File: config.mk
export PLATFORM = sky130hd
export DESIGN_NAME = priority_task_scheduler_with_delay_core
export DESIGN_NICKNAME = d
export VERILOG_FILES = /design/src/pts_pkg.sv /design/src/pts_datapath.sv /design/src/pts_ctrl.sv /design/src/priority_task_scheduler_with_delay_core.sv
export SDC_FILE = /design/constraint.sdc
export NUM_CORES = 1
export LEC_CHECK = 0
export ABC_AREA = 1
export BUFFER_PORTS_ARGS = -buffer_cell sky130_fd_sc_hd__buf_2
export CAP_MARGIN = 25
export CELL_PAD_IN_SITES_DETAIL_PLACEMENT = 1
export CELL_PAD_IN_SITES_GLOBAL_PLACEMENT = 1
export CORE_MARGIN = 1
export CORE_UTILIZATION = 30
export CTS_BUF_LIST = sky130_fd_sc_hd__clkbuf_8
export CTS_CLUSTER_SIZE = 14
export DETAILED_ROUTE_END_ITERATION = 10
export PLACE_DENSITY_LB_ADDON = 0.3
export SYNTH_ARGS = -nofsm -noshare
export SYNTH_HDL_FRONTEND = slang
export SYNTH_SLANG_ARGS = --single-unit
File: constraint.sdc
create_clock -name clk_i -period 3.6 [get_ports clk_i]
set_input_delay 0.18 -clock clk_i [delete_from_list [all_inputs] [get_ports clk_i]]
set_output_delay 0.18 -clock clk_i [all_outputs]
set_load 0.005 [all_outputs]
File: src/pts_pkg.sv
// Package with types, constants and codes shared by the scheduler files.
`timescale 1ns / 1ps
`default_nettype none
package pts_pkg;

  localparam int unsigned QueueDepthDef = 16;
  localparam int unsigned NumTasksDef   = 8;
  localparam logic [31:0] PrioTableRst  = 32'h0000_0356;

  typedef enum logic [1:0] {
    OP_QUEUE = 2'd0,
    OP_TICK  = 2'd1,
    OP_PARK  = 2'd2,
    OP_NONE  = 2'd3
  } opcode_e;

  typedef enum logic [1:0] {
    ST_OK         = 2'd0,
    ST_READY_FULL = 2'd1,
    ST_EMPTY      = 2'd2,
    ST_DELAY_FULL = 2'd3
  } status_e;

  typedef struct packed {
    logic [1:0] opcode;
    logic [2:0] task_id;
    logic [7:0] delay_ticks;
  } in_word_t;

  typedef struct packed {
    logic [1:0] status;
    logic       dispatch_valid;
    logic [2:0] dispatched_task;
  } out_word_t;

  // Commands from the controller to the datapath.
  typedef struct packed {
    logic load;       // latch the input word
    logic push_in;    // append the input task to the ready store
    logic park_in;    // place input task in the lowest free delay slot
    logic scan_clr;   // start a ready-store scan
    logic scan_step;  // compare one ready entry
    logic remove;     // remove best entry, one shift step
    logic cd_clr;     // start countdown pass
    logic cd_step;    // process one delay slot
    logic finish;     // write the result word
  } cmd_t;

  // Status from the datapath to the controller.
  typedef struct packed {
    logic [1:0] opcode;
    logic       delay_zero;
    logic       scan_last;
    logic       ready_empty;
    logic       shift_done;
    logic       cd_last;
  } sts_t;

endpackage
`default_nettype wire

File: src/pts_datapath.sv
// Datapath: ready store, delay store, scan and countdown logic.
`timescale 1ns / 1ps
`default_nettype none
module pts_datapath import pts_pkg::*; #(
  parameter int unsigned QueueDepth = QueueDepthDef
) (
  input  wire logic      clk_i,
  input  wire logic      rst_ni,
  input  wire logic [31:0] prio_i,
  input  wire in_word_t  in_i,
  input  wire cmd_t      cmd_i,
  output sts_t           sts_o,
  output out_word_t      out_o
);

  localparam int unsigned Iw = (QueueDepth > 1) ? $clog2(QueueDepth) : 1;
  localparam int unsigned Cw = $clog2(QueueDepth + 1);

  logic [2:0] ready_q [QueueDepth];
  logic [2:0] ptask_q [QueueDepth];
  logic [7:0] prem_q  [QueueDepth];
  logic [QueueDepth-1:0] pvalid_q;
  logic [Cw-1:0] rcount_q;
  in_word_t   word_q;
  logic [Iw-1:0] idx_q, best_q;
  logic [3:0] bestp_q;
  logic [1:0] status_q;
  logic       dv_q;
  logic [2:0] dt_q;
  out_word_t  out_q;

  function automatic logic [3:0] prio_of(logic [31:0] t, logic [2:0] id);
    prio_of = t[{id, 2'b00} +: 4];
  endfunction

  logic rfull;
  assign rfull = (rcount_q == Cw'(QueueDepth));

  // Lowest free delay slot.
  logic          free_any;
  logic [Iw-1:0] free_idx;
  always_comb begin
    free_any = 1'b0;
    free_idx = '0;
    for (int s = QueueDepth - 1; s >= 0; s--) begin
      if (!pvalid_q[s]) begin
        free_any = 1'b1;
        free_idx = Iw'(s);
      end
    end
  end

  logic [3:0] cur_p;
  assign cur_p = prio_of(prio_i, ready_q[idx_q]);
  logic [7:0] dec;
  assign dec = (prem_q[idx_q] != 8'd0) ? prem_q[idx_q] - 8'd1 : 8'd0;

  assign sts_o.opcode      = word_q.opcode;
  assign sts_o.delay_zero  = (word_q.delay_ticks == 8'd0);
  assign sts_o.scan_last   = ((Cw+1)'(idx_q) + (Cw+1)'(1) >= (Cw+1)'(rcount_q));
  assign sts_o.ready_empty = (rcount_q == '0);
  assign sts_o.shift_done  = ((Cw+1)'(best_q) + (Cw+1)'(1) >= (Cw+1)'(rcount_q));
  assign sts_o.cd_last     = (idx_q == Iw'(QueueDepth - 1));
  assign out_o = out_q;

  // Stores without reset.
  always_ff @(posedge clk_i) begin
    if (cmd_i.load) begin
      word_q <= in_i;
    end
    if (cmd_i.push_in && !rfull) begin
      ready_q[rcount_q[Iw-1:0]] <= word_q.task_id;
    end
    if (cmd_i.park_in && free_any) begin
      ptask_q[free_idx] <= word_q.task_id;
      prem_q[free_idx]  <= word_q.delay_ticks;
    end
    if (cmd_i.scan_clr) begin
      idx_q <= '0; best_q <= '0; bestp_q <= prio_of(prio_i, ready_q[0]);
    end
    if (cmd_i.scan_step) begin
      if (cur_p > bestp_q) begin
        best_q <= idx_q; bestp_q <= cur_p;
      end
      idx_q <= idx_q + Iw'(1);
      if (sts_o.scan_last) begin
        dt_q <= (cur_p > bestp_q) ? ready_q[idx_q] : ready_q[best_q];
      end
    end
    if (cmd_i.remove && !sts_o.shift_done) begin
      ready_q[best_q] <= ready_q[best_q + Iw'(1)];
      best_q <= best_q + Iw'(1);
    end
    if (cmd_i.cd_clr) begin
      idx_q <= '0;
    end
    if (cmd_i.cd_step) begin
      if (pvalid_q[idx_q]) begin
        prem_q[idx_q] <= dec;
        if (dec == 8'd0 && !rfull) ready_q[rcount_q[Iw-1:0]] <= ptask_q[idx_q];
      end
      idx_q <= idx_q + Iw'(1);
    end
    if (cmd_i.finish) begin
      out_q.status          <= status_q;
      out_q.dispatch_valid  <= dv_q;
      out_q.dispatched_task <= dv_q ? dt_q : 3'd0;
    end
  end

  // Control state of the stores.
  always_ff @(posedge clk_i or negedge rst_ni) begin
    if (!rst_ni) begin
      pvalid_q <= '0; rcount_q <= '0; status_q <= ST_OK; dv_q <= 1'b0;
    end else begin
      if (cmd_i.load) begin
        status_q <= ST_OK; dv_q <= 1'b0;
      end
      if (cmd_i.push_in) begin
        if (rfull) status_q <= ST_READY_FULL;
        else rcount_q <= rcount_q + Cw'(1);
      end
      if (cmd_i.park_in) begin
        if (free_any) pvalid_q[free_idx] <= 1'b1;
        else status_q <= ST_DELAY_FULL;
      end
      if (cmd_i.scan_clr && rcount_q == '0) status_q <= ST_EMPTY;
      if (cmd_i.scan_step && sts_o.scan_last) dv_q <= 1'b1;
      if (cmd_i.remove && sts_o.shift_done) rcount_q <= rcount_q - Cw'(1);
      if (cmd_i.cd_step && pvalid_q[idx_q] && dec == 8'd0 && !rfull) begin
        pvalid_q[idx_q] <= 1'b0;
        rcount_q <= rcount_q + Cw'(1);
      end
    end
  end

endmodule
`default_nettype wire

File: src/pts_ctrl.sv
// Controller state machine that sequences each input word.
`timescale 1ns / 1ps
`default_nettype none
module pts_ctrl import pts_pkg::*; (
  input  wire logic clk_i,
  input  wire logic rst_ni,
  input  wire logic in_valid_i,
  output logic      in_ready_o,
  output logic      out_valid_o,
  input  wire logic out_ready_i,
  input  wire sts_t sts_i,
  output cmd_t      cmd_o
);

  typedef enum logic [7:0] {
    S_IDLE   = 8'b0000_0001,
    S_DEC    = 8'b0000_0010,
    S_SCAN0  = 8'b0000_0100,
    S_SCAN   = 8'b0000_1000,
    S_REMOVE = 8'b0001_0000,
    S_CD     = 8'b0010_0000,
    S_FIN    = 8'b0100_0000,
    S_CD0    = 8'b1000_0000
  } state_e;

  state_e state_q, state_d;
  logic   ov_q, ov_d;

  // The input side stays closed while a result waits in the output register.
  assign in_ready_o  = (state_q == S_IDLE) && !ov_q;
  assign out_valid_o = ov_q;

  always_comb begin
    cmd_o   = '0;
    state_d = state_q;
    ov_d    = ov_q;
    if (ov_q && out_ready_i) ov_d = 1'b0;
    case (state_q)
      S_IDLE: begin
        if (in_valid_i && in_ready_o) begin
          cmd_o.load = 1'b1;
          state_d = S_DEC;
        end
      end
      S_DEC: begin
        case (sts_i.opcode)
          OP_QUEUE: begin cmd_o.push_in = 1'b1; state_d = S_FIN; end
          OP_TICK:  begin cmd_o.scan_clr = 1'b1; state_d = S_SCAN0; end
          OP_PARK: begin
            if (sts_i.delay_zero) cmd_o.push_in = 1'b1;
            else cmd_o.park_in = 1'b1;
            state_d = S_FIN;
          end
          default: state_d = S_FIN;
        endcase
      end
      S_SCAN0: begin
        state_d = sts_i.ready_empty ? S_CD0 : S_SCAN;
      end
      S_SCAN: begin
        cmd_o.scan_step = 1'b1;
        if (sts_i.scan_last) state_d = S_REMOVE;
      end
      S_REMOVE: begin
        cmd_o.remove = 1'b1;
        if (sts_i.shift_done) state_d = S_CD0;
      end
      S_CD0: begin
        cmd_o.cd_clr = 1'b1;
        state_d = S_CD;
      end
      S_CD: begin
        cmd_o.cd_step = 1'b1;
        if (sts_i.cd_last) state_d = S_FIN;
      end
      S_FIN: begin
        if (!ov_q) begin
          cmd_o.finish = 1'b1;
          ov_d = 1'b1;
          state_d = S_IDLE;
        end
      end
      default: state_d = S_IDLE;
    endcase
  end

  always_ff @(posedge clk_i or negedge rst_ni) begin
    if (!rst_ni) begin
      state_q <= S_IDLE; ov_q <= 1'b0;
    end else begin
      state_q <= state_d; ov_q <= ov_d;
    end
  end

endmodule
`default_nettype wire

File: src/priority_task_scheduler_with_delay_core.sv
// Top level of the priority task scheduler with a delay store.
//  channel | direction | handshake            | word
//  in      | in        | in_valid_i/in_ready_o | in_word_t
//  out     | out       | out_valid_o/out_ready_i | out_word_t
//  cfg     | in        | cfg_valid_i/cfg_ready_o | 32-bit priority table
// Queue and park words go through decode and finish. A tick runs the
// ready scan, the removal shift and the countdown pass over the delay
// store, each one entry a cycle.
// Reset is asynchronous and needs no clearing pass.
// A waiting result holds the next word off until it is taken.
`timescale 1ns / 1ps
`default_nettype none
module priority_task_scheduler_with_delay_core import pts_pkg::*; #(
  parameter int unsigned QueueDepth = QueueDepthDef
) (
  input  wire logic      clk_i,
  input  wire logic      rst_ni,
  input  wire logic      in_valid_i,
  output logic           in_ready_o,
  input  wire in_word_t  in_data_i,
  output logic           out_valid_o,
  input  wire logic      out_ready_i,
  output out_word_t      out_data_o,
  input  wire logic      cfg_valid_i,
  output logic           cfg_ready_o,
  input  wire logic [31:0] cfg_data_i
);

  cmd_t cmd;
  sts_t sts;
  logic [31:0] prio_q;

  // Priority table register.
  assign cfg_ready_o = 1'b1;
  always_ff @(posedge clk_i or negedge rst_ni) begin
    if (!rst_ni) prio_q <= PrioTableRst;
    else if (cfg_valid_i) prio_q <= cfg_data_i;
  end

  pts_ctrl u_ctrl (
    .clk_i, .rst_ni, .in_valid_i, .in_ready_o, .out_valid_o, .out_ready_i,
    .sts_i(sts), .cmd_o(cmd)
  );

  pts_datapath #(.QueueDepth(QueueDepth)) u_dp (
    .clk_i, .rst_ni, .prio_i(prio_q), .in_i(in_data_i), .cmd_i(cmd),
    .sts_o(sts), .out_o(out_data_o)
  );

endmodule
`default_nettype wire

==> results of run 1 <==
==> how the worst min path moves through the flow <==
stage / start / to / slack (ns) / cells after the start
after floorplan: rst_ni / prio_q[0] / -0.12 / 0
after global placement: rst_ni / u_dp.rcount_q[0] / 0.31 / 1
after detailed placement: rst_ni / u_dp.pvalid_q[8] / 0.32 / 1
after CTS: cfg_valid_i / prio_q[4] / 0.08 / 3
after global routing: cfg_valid_i / prio_q[14] / 0.19 / 3
final: cfg_valid_i / prio_q[6] / 0.12 / 3
==> layout by cell type (no fill, tap or decap), types with 10 or more instances in the layout <==
cell type / count
inv_1: 238
buf_2: 56
nor4_1: 10
nor2_2: 16
o22ai_1: 10
o21ai_1: 26
nand3_1: 126
buf_4: 84
o221ai_1: 10
ha_1: 22
nor2_1: 160
o211ai_1: 37
nand2_1: 337
dfxtp_1: 11
dlygate4sd3_1: 48
dfrtp_1: 58
o21ai_0: 214
nand4_1: 12
edfxtp_1: 250
a31oi_1: 13
a21oi_1: 88
clkbuf_8: 63
==> cell families after synthesis <==
family          Yosys count  synth area share (%)
xor+xnor                 11                 0.589
mux                       9                 0.611
flops                   327                  57.3
other cells               1                0.0229
simple gates            691                  18.2
buf+inv                 301                  7.60
fa+ha+maj                22                  1.68
compound gates          415                  14.0
==> per-stage QoR <==
step,setup TNS [ns],setup WS (ns),util [%]
6_report,0,0.214,36.4
5_1_grt,-0.446,-0.0454,36.4
4_1_cts,0,0.138,36.2
3_5_place_dp,0,0.131,33.2
3_3_place_gp,0,0.297,33.2
2_1_floorplan,0,0.376,-
==> cell type report <==
cell class	count	area [um2]
antenna	1	2.50
inverter	217	822
tap	696	871
multi-input combinational	1149	5810
clock buffer	63	867
clock inverter	47	251
sequential	327	9390
timing repair buffer	198	1600
timing repair inverter	1	5.00
fill	6212	34300
==> flip-flops by register name (all words and copies together), names as in the netlist, 5 cells and up, named ones only <==
register,count
u_dp.out_o,6
u_ctrl.state_q,8
u_dp.pvalid_q,16
u_dp.rcount_q,5
u_dp.ready_q,48
u_dp.prem_q,128
prio_q,32
u_dp.word_q,11
u_dp.ptask_q,48
==> layer usage <==
metal	routed length (um)	vias up
met2	24500	263
met1	24300	6661
li1	-	6432
met4	1080	0
met3	2020	80
met5	0	-
==> worst max-delay path: stages, from the launching register on <==
cell	delay [ns]
dfxtp_4	0.37
clkinv_2	0.08
buf_4	0.16
buf_12	0.17
nor2_1	0.13
nor2_1	0.05
o21ai_0	0.08
nand3_1	0.09
nand3_1	0.08
nand2_1	0.06
inv_2	0.05
ha_1	0.17
nand3_1	0.16
nor2_4	0.17
nand3_4	0.14
nand2_1	0.12
nand2_1	0.07
nor2_2	0.16
nand3_4	0.11
nand2_4	0.11
nand3_2	0.22
nor2_2	0.26
==> where the power goes <==
group | internal [uW] | leakage (uW) | switching [uW]
Sequential | 4440 | 0.00318 | 229
Clock | 1750 | 0.000684 | 1600
Combinational | 1310 | 0.00422 | 2660
==> repair_timing <==
action / 4_1_cts / 5_1_grt
hold buffers: 48 / 0
buffers inserted: 0 / 1
setup endpoints to repair: 0 / 75
resized for setup: 0 / 28
hold endpoints to repair: 96 / 0
==> out/metrics.cfg, run 1 <==
[sta]
setup_violations = 0
min_period_ns = 3.39
max_freq_ghz = 0.295
hold_ws_ns = 0.125
tightest_slew_ns = 0.926
rsz0062_at_grt = true
slew_headroom_pct = 37.7
slew_viol_final = 0
finalHoldViolCount = 0
period_share_pct = 94.0
skew_ns = 0.0331

[finish]
layout.nets = 2024
final_area_um2 = 19600
drive_gt1_share_pct = 14.7
area_growth_pct = 19.8
final_cells = 2699

[critical_path]
rrSetupSlack_ns = 0.21
cp.required_ns = 3.95
rr_endpoint = u_dp.ready_q[0][0]
cp-start-kind = flop
cp-end-kind = flop
critPathKind = flop to flop
crit_arrival_ns = 3.73
r2r_cells = 21
crit_fanout = 51
crit_end = u_dp.ready_q[0][0]

[routing]
wl_per_cell_um = 19.2
wl_mm = 51.9
dr.pass1.iters = 5
ant_nets = 0
viasPerCell = 4.98
vias = 13400
post-route-drc-count = 0
drt_iter0_markers = 892

[clock_network]
worstSkewPairLatency_ns = 0.66
cts_tree = built
cts.clk_slew.worst_paths_ns = 0.06
htreeDepth = 2
cts_sinks = 327
numCtsBuffers = 58
clockRootBuffer = clkbuf_8
clockBufferDepth = 3

[grt]
grt_pass1_vias = 14000
grt_max_degree = 102
top_usage_layer = met2
grt-ovfl-total = 0
grt.total_usage_pct = 18.8
globalRouteMet1Util_pct = 25.1
met3_usage_pct = 2.67
grt_pass1_wl_mm = 81.0
gr-usage-met2_pct = 31.2
antenna_found_initial = 1

[placed_design]
placed_cells = 2536
gp_congestion = 0.867
io_buffers = 57
post_dp_cell_area_um2 = 17900
dp_hpwl_mm = 36.2

[power]
power_density_nw_per_um2 = 611
p_leak_uw = 0.00809
ir_drop_uv = 272
power_uw = 12000

[synth]
synth_cell_types = 44
syn_area_per_cell_um2 = 9.21
ys.flop_type = edfxtp_1
ys_top_cells_by_count = 341 x nand2_1, 250 x edfxtp_1, 222 x o21ai_0
synth_largest_area_cell = edfxtp_1
synth_seq_cells = 327
ys_async_sr_fraction_pct = 19.9
syn_area_um2 = 16400
syn_nets = 1849
yosysSeqAreaShare_pct = 57.3
ys_top_cells_by_area = edfxtp_1 46%, dfrtp_1 8.9%, nand2_1 7.8%
netlist_instances = 1777
synth_edf_count = 250
synth.most_common_cell = nand2_1
synth_top_area_share_pct = 45.9
yosysWarningCount = 0

[hold_path]
holdCritPathClass = input pin to flop

[flow_run]
max_cap_viol_count = 0

[floorplan]
core_um2 = 53900
die_h_um = 236
ios = 59
die_w_um = 236
fp.dieArea_um2 = 55500
rows = 85
start_util_pct = 30.4

[run_status]
status = finished, final reports clean

Note: power is estimated with default switching activity, not from simulation.
==> inputs of run 2 (changes only) <==
--- a/config.mk
+++ b/config.mk
@@ -10,8 +10,8 @@
 export CAP_MARGIN = 25
 export CELL_PAD_IN_SITES_DETAIL_PLACEMENT = 1
 export CELL_PAD_IN_SITES_GLOBAL_PLACEMENT = 1
-export CORE_MARGIN = 1
-export CORE_UTILIZATION = 30
+export CORE_MARGIN = 2
+export CORE_UTILIZATION = 50
 export CTS_BUF_LIST = sky130_fd_sc_hd__clkbuf_8
 export CTS_CLUSTER_SIZE = 14
 export DETAILED_ROUTE_END_ITERATION = 10
==> run 2 against run 1 <==
Total power shrank 1.9%. Utilization increased by 23 points. Critical path depth stayed put. Sequential share of layout area rose by 1.1 points. Critical endpoint is now u_dp.ready_q[14][1]. Die area down 38%. Cell area fell by 2.3%. Worst hold slack improved by 0.0078 ns. Highest routed layer unchanged. Register-to-register slack gained 0.02 ns.
==> out/metrics.cfg, run 2 (same netlist as run 1, synthesis figures left out) <==
[run_status]
status = finished, final reports clean  ; unchanged

[grt]
grt_pass1_wl_mm = 80.5  ; was 81.0 mm
grt-ovfl-total = 0  ; unchanged
grt_max_degree = 78  ; was 102
antenna_found_initial = 0  ; was 1
grt.total_usage_pct = 30.8  ; was 18.8%
grt_pass1_vias = 14700  ; was 14.0k

[finish]
layout.nets = 2014  ; was 2,024
area_growth_pct = 17.1  ; was 19.8%
final_cells = 2429  ; was 2,699
mostFrequentLayoutCell = nand2_1  ; unchanged
final_cell_mix = 339 x nand2_1, 250 x edfxtp_1, 230 x inv_1, 212 x o21ai_0, 159 x nor2_1  ; was 337 x nand2_1, 250 x edfxtp_1, 238 x inv_1, 214 x o21ai_0, 160 x nor2_1
final_core_util_pct = 59.2  ; was 36.4%
largest_reg_flops = 128  ; unchanged
drive_gt1_share_pct = 14.2  ; was 14.7%
largest-register = u_dp.prem_q  ; unchanged
reg.largest.list = u_dp.prem_q (128), u_dp.ptask_q (48), u_dp.ready_q (48)  ; unchanged

[sta]
period_share_pct = 93.6  ; was 94.0%
skew_ns = 0.0359  ; was 0.0331 ns
rsz0062_at_grt = false  ; was true
hold_ws_ns = 0.132  ; was 0.125 ns
finalHoldViolCount = 0  ; unchanged
slew_headroom_pct = 32.4  ; was 37.7%
max_freq_ghz = 0.297  ; was 0.295 GHz
slew_viol_final = 0  ; unchanged
setup_violations = 0  ; unchanged
min_period_ns = 3.37  ; was 3.39 ns
tightest_slew_ns = 1.01  ; was 0.926 ns
worst_slack_ns = 0.231  ; was 0.214 ns

[critical_path]
cp.required_ns = 3.90  ; was 3.95 ns
cp_top_family = simple AND/OR/NAND/NOR gates  ; unchanged
critPathMaxStageDelay_ns = 0.38  ; was 0.37 ns
crit_path_top_delay_cell = dfxtp_4  ; unchanged
cp-end-kind = flop  ; unchanged
critPathKind = flop to flop  ; unchanged
path_cells = inv_6 -> buf_8 -> buf_6 -> nor2_1 -> nor2_1 -> o21ai_0 -> nand3_1 -> nand3_1 -> nand2_1 -> inv_2 -> ha_2 -> nand3_2 -> nor2_4 -> nand3_2 -> nand2_2 -> nand2_1 -> nor2_2 -> nand3_4 -> nand2_4 -> nand3_2 -> nor2_2  ; was clkinv_2 -> buf_4 -> buf_12 -> nor2_1 -> nor2_1 -> o21ai_0 -> nand3_1 -> nand3_1 -> nand2_1 -> inv_2 -> ha_1 -> nand3_1 -> nor2_4 -> nand3_4 -> nand2_1 -> nand2_1 -> nor2_2 -> nand3_4 -> nand2_4 -> nand3_2 -> nor2_2
cp_num_buf_inv = 4  ; unchanged
cp-start-kind = flop  ; unchanged
crit_fanout = 24  ; was 51
rrSetupSlack_ns = 0.23  ; was 0.21 ns
path_common_cell = nand3_2
crit_arrival_ns = 3.67  ; was 3.73 ns

[routing]
viasPerCell = 5.76  ; was 4.98
drt_iter0_markers = 1087  ; was 892
wl_per_cell_um = 21.6  ; was 19.2 um
vias = 14000  ; was 13.4k
dr.pass1.iters = 5  ; unchanged
post-route-drc-count = 0  ; unchanged
wl_mm = 52.3  ; was 51.9 mm
ant_nets = 0  ; unchanged

[floorplan]
fp.dieArea_um2 = 34200  ; was 55,500 um2
die_w_um = 185  ; was 236 um
die_h_um = 185  ; was 236 um
rows = 66  ; was 85
core_um2 = 32400  ; was 53,900 um2
ios = 59  ; unchanged
start_util_pct = 50.6  ; was 30.4%

[placed_design]
post-place-ws_ns = -0.0197  ; was 0.131 ns
placed_cells = 2274  ; was 2,536
io_buffers = 57  ; unchanged
dp_hpwl_mm = 35.6  ; was 36.2 mm
gp_congestion = 0.915  ; was 0.867

[clock_network]
numCtsBuffers = 54  ; was 58
worstSkewPairLatency_ns = 0.64  ; was 0.66 ns
clockRootBuffer = clkbuf_8  ; unchanged
cts_tree = built  ; unchanged
clockBufferDepth = 3  ; unchanged
cts_sinks = 327  ; unchanged
htreeDepth = 2  ; unchanged
cts.clk_slew.worst_paths_ns = 0.07  ; was 0.06 ns

[power]
p_leak_uw = 0.00798  ; was 0.00809 uW
power_density_nw_per_um2 = 613  ; was 611 nW/um2
ir_drop_uv = 319  ; was 272 uV
power_uw = 11700  ; was 12,000 uW

[hold_path]
holdCritPathClass = input pin to async pin  ; was input pin to flop

[flow_run]
max_cap_viol_count = 0  ; unchanged

## run 2: area by class of cell
cell class	count	area (um2)
timing repair buffer	191	1560
multi-input combinational	1150	5820
clock buffer	61	840
antenna	1	2.50
clock inverter	39	178
fill	3725	13200
sequential	327	9390
tap	442	553
timing repair inverter	1	5.00
inverter	217	826
## run 2: layer usage
metal	up-vias	global-route usage, %	part of all wire [%]
met5	-	0	0
met4	0	13.5	3.5
met3	131	4.94	6.1
met2	529	51.9	49
met1	6939	39.5	41
li1	6403	-	-
## run 2: stage by stage
stage / TNS (ns) / cell area (um2)
final: 0 / 19200
after global routing: 0 / 19200
after CTS: 0 / 19000
after global placement: 0 / 17500
after detailed placement: -0.405 / 17500
after floorplan: 0 / 16400
## run 2: power by group
group	switching, uW	internal [uW]
logic	2690	1300
clock network	1500	1610
registers	210	4440
total	4400	7340
## run 2: path summary, 6_finish.rpt
path | from | cells after the start | end
hold reg to reg | u_dp.status_q[0] | 0 | u_dp.out_o[4]
hold / removal | rst_ni | 2 | prio_q[12]
setup reg to reg | flop | 21 | u_dp.ready_q[14][1]
setup / recovery | flop | 21 | u_dp.ready_q[14][1]
max in group asynchronous | rst_ni | 3 | u_ctrl.state_q[0]
min in group clk_i | cfg_valid_i | 3 | prio_q[6]
## run 2: what timing repair did
item                                    in CTS  in global routing
hold endpoints to repair                    76                  0
pin swaps                                    0                  5
hold buffers                                48                  0
gates resized for setup                      6                 36
endpoints found under the setup margin      74                141
cloned                                       0                  4
setup buffers                                0                  2
## run 2: worst register-to-register path: stages (launching register included)
cell and delay, ns:
dfxtp_4 0.38, inv_6 0.08, buf_8 0.17, buf_6 0.17
nor2_1 0.12, nor2_1 0.05, o21ai_0 0.08, nand3_1 0.09
nand3_1 0.12, nand2_1 0.08, inv_2 0.07, ha_2 0.19
nand3_2 0.11, nor2_4 0.21, nand3_2 0.14, nand2_2 0.12
nand2_1 0.07, nor2_2 0.15, nand3_4 0.10, nand2_4 0.10
nand3_2 0.18, nor2_2 0.25
==> inputs of run 3 (changes only) <==
--- a/config.mk
+++ b/config.mk
@@ -10,6 +10,7 @@
 export CAP_MARGIN = 25
 export CELL_PAD_IN_SITES_DETAIL_PLACEMENT = 1
 export CELL_PAD_IN_SITES_GLOBAL_PLACEMENT = 1
+export CORE_ASPECT_RATIO = 0.75
 export CORE_MARGIN = 2
 export CORE_UTILIZATION = 50
 export CTS_BUF_LIST = sky130_fd_sc_hd__clkbuf_8
==> run 3 against run 2 <==
Combinational power is 7.0% higher. Critical path depth increased by 1. Largest cell class unchanged. Worst setup slack got worse by 0.084 ns. Clock power increased by 2%. Clock skew decreased by 0.018 ns. Fmax down 2.4%. Die area barely moved.
==> out/metrics.cfg, run 3 (same netlist as run 1, synthesis figures left out) <==
[routing]
vias = 14500  ; was 14.0k
wl_per_cell_um = 23.8  ; was 21.6 um
dr.pass1.iters = 5  ; unchanged
post-route-drc-count = 0  ; unchanged
wl_mm = 57.6  ; was 52.3 mm
drt_iter0_markers = 1540  ; was 1,087
ant_nets = 0  ; unchanged
viasPerCell = 5.98  ; was 5.76

[placed_design]
io_buffers = 57  ; unchanged
gp_congestion = 0.944  ; was 0.915
post-place-ws_ns = 0.000544  ; was -0.0197 ns
dp_hpwl_mm = 35.9  ; was 35.6 mm

[run_status]
status = finished, final reports clean  ; unchanged

[finish]
layout.nets = 2009  ; was 2,014
reg.largest.list = u_dp.prem_q (128), u_dp.ptask_q (48), u_dp.ready_q (48)  ; unchanged
final_cell_mix = 334 x nand2_1, 250 x edfxtp_1, 219 x inv_1, 209 x o21ai_0, 154 x nor2_1  ; was 339 x nand2_1, 250 x edfxtp_1, 230 x inv_1, 212 x o21ai_0, 159 x nor2_1
area_growth_pct = 18.0  ; was 17.1%
mostFrequentLayoutCell = nand2_1  ; unchanged
drive_gt1_share_pct = 14.9  ; was 14.2%
largest_reg_flops = 128  ; unchanged
largest-register = u_dp.prem_q  ; unchanged

[sta]
slew_headroom_pct = 39.5  ; was 32.4%
setup_violations = 0  ; unchanged
hold_ws_ns = 0.0878  ; was 0.132 ns
finalSetupTns_ns = 0  ; unchanged
worst_slack_ns = 0.147  ; was 0.231 ns
period_share_pct = 95.9  ; was 93.6%
max_freq_ghz = 0.290  ; was 0.297 GHz
skew_ns = 0.0179  ; was 0.0359 ns
finalHoldViolCount = 0  ; unchanged
min_period_ns = 3.45  ; was 3.37 ns
tightest_slew_ns = 0.908  ; was 1.01 ns
rsz0062_at_grt = true  ; was false
slew_viol_final = 0  ; unchanged

[hold_path]
holdCritPathClass = input pin to async pin  ; unchanged

[power]
combPwrFrac_pct = 35.3  ; was 34.0%
p_leak_uw = 0.00793  ; was 0.00798 uW
seq_power_share_pct = 38.5  ; was 39.5%
p_int_uw = 7340  ; about the same
ir_drop_uv = 373  ; was 319 uV
clkPwrFrac_pct = 26.2  ; was 26.5%
power_uw = 12100  ; was 11,700 uW
swShare_pct = 39.3  ; was 37.5%
power.switching_uw = 4760  ; was 4400 uW
power_density_nw_per_um2 = 626  ; was 613 nW/um2

[floorplan]
core_um2 = 32300  ; was 32,400 um2
die_w_um = 213  ; was 185 um
die_h_um = 161  ; was 185 um
fp.dieArea_um2 = 34200  ; about the same
start_util_pct = 50.7  ; was 50.6%
ios = 59  ; unchanged
rows = 57  ; was 66

[critical_path]
cp-end-kind = flop  ; unchanged
crit_arrival_ns = 3.96  ; was 3.67 ns
cp-start-kind = flop  ; unchanged
critPathKind = flop to flop  ; unchanged
crit_fanout = 37  ; was 24
cp.required_ns = 4.10  ; was 3.90 ns

[grt]
grt-ovfl-total = 0  ; unchanged
grt_pass1_wl_mm = 85.5  ; was 80.5 mm
grt.total_usage_pct = 33.1  ; was 30.8%
grt_max_degree = 77  ; was 78
antenna_found_initial = 2  ; was 0
grt_pass1_vias = 14800  ; was 14.7k

[clock_network]
clockBufferDepth = 3  ; unchanged
worstSkewPairLatency_ns = 0.62  ; was 0.64 ns
cts_sinks = 327  ; unchanged
cts.clk_slew.worst_paths_ns = 0.08  ; was 0.07 ns
numCtsBuffers = 51  ; was 54
cts_tree = built  ; unchanged
htreeDepth = 2  ; unchanged
clockRootBuffer = clkbuf_8  ; unchanged

[flow_run]
max_cap_viol_count = 0  ; unchanged

## run 3: what timing repair did
action,in CTS,in global routing
setup endpoints to repair,13,124
hold buffers,48,0
gates resized for setup,6,80
pin swaps,0,12
gates cloned,0,4
setup buffers,3,2
endpoints found under the hold margin,65,0
## run 3: cell type report
cell class              instances  area (um2)
fillers                      3643       13000
flip-flops and latches        327        9390
multi-input cells            1150        6030
repair buffers                189        1550
inverters                     217         826
clock buffers                  52         716
well taps                     442         553
clock inverters                41         251
repair inverters                1        5.00
diodes                          1        2.50
## run 3: final timing paths
check	from	endpoint	slack (ns)	cells past startpoint
worst min-delay path	rst_ni	prio_q[26]	0.09	2
worst max-delay path	flop	u_dp.pvalid_q[7]	0.15	22
max in group asynchronous	rst_ni	u_dp.rcount_q[2]	2.44	3
worst max register to register	flop	u_dp.pvalid_q[7]	0.15	22
worst min register to register	u_dp.status_q[1]	u_dp.out_o[5]	0.48	0
min in group clk_i	cfg_valid_i	prio_q[29]	0.23	3
## run 3: critical path, stage by stage (launching register included)
cell and delay (ns):
dfxtp_4 0.36, buf_6 0.17, buf_16 0.19, nor2_2 0.14, nor2_1 0.04, o21ai_0 0.11, nand3_1 0.13, nand3_1 0.11
nand2_1 0.08, inv_2 0.06, ha_1 0.17, nand3_2 0.11, nor2_4 0.24, nand3_4 0.19, nand3_2 0.18, nand2_1 0.11
nor2_4 0.19, buf_4 0.19, nand2_4 0.10, nor2_4 0.13, nand2_1 0.15, nand2_1 0.09, inv_1 0.05
## run 3: metrics by stage
step	instances	utilization [%]	area, um2
2_1_floorplan	1777	-	16400
3_3_place_gp	2268	54.0	17400
3_5_place_dp	2268	54.0	17400
4_1_cts	2412	58.6	18900
5_1_grt	2420	59.8	19300
6_report	2420	59.8	19300
## run 3: metal layers
metal	up-vias	track usage (%)	part of all wire, %	wire, um
met3	143	7.20	8.3	4790
li1	6397	-	-	-
met4	0	10.8	2.9	1660
met1	7226	46.5	43	24500
met5	-	0	0	0
met2	712	51.1	46	26600
## run 3: power groups by stage
stage                     Combinational [uW]  Sequential, uW  Clock (uW)
after floorplan                         2460            4620           0
after global placement                  3570            4690           0
after detailed placement                3760            4700           0
after CTS                               3880            4630        3150
after global routing                    4620            4670        3330
final                                   4270            4660        3170
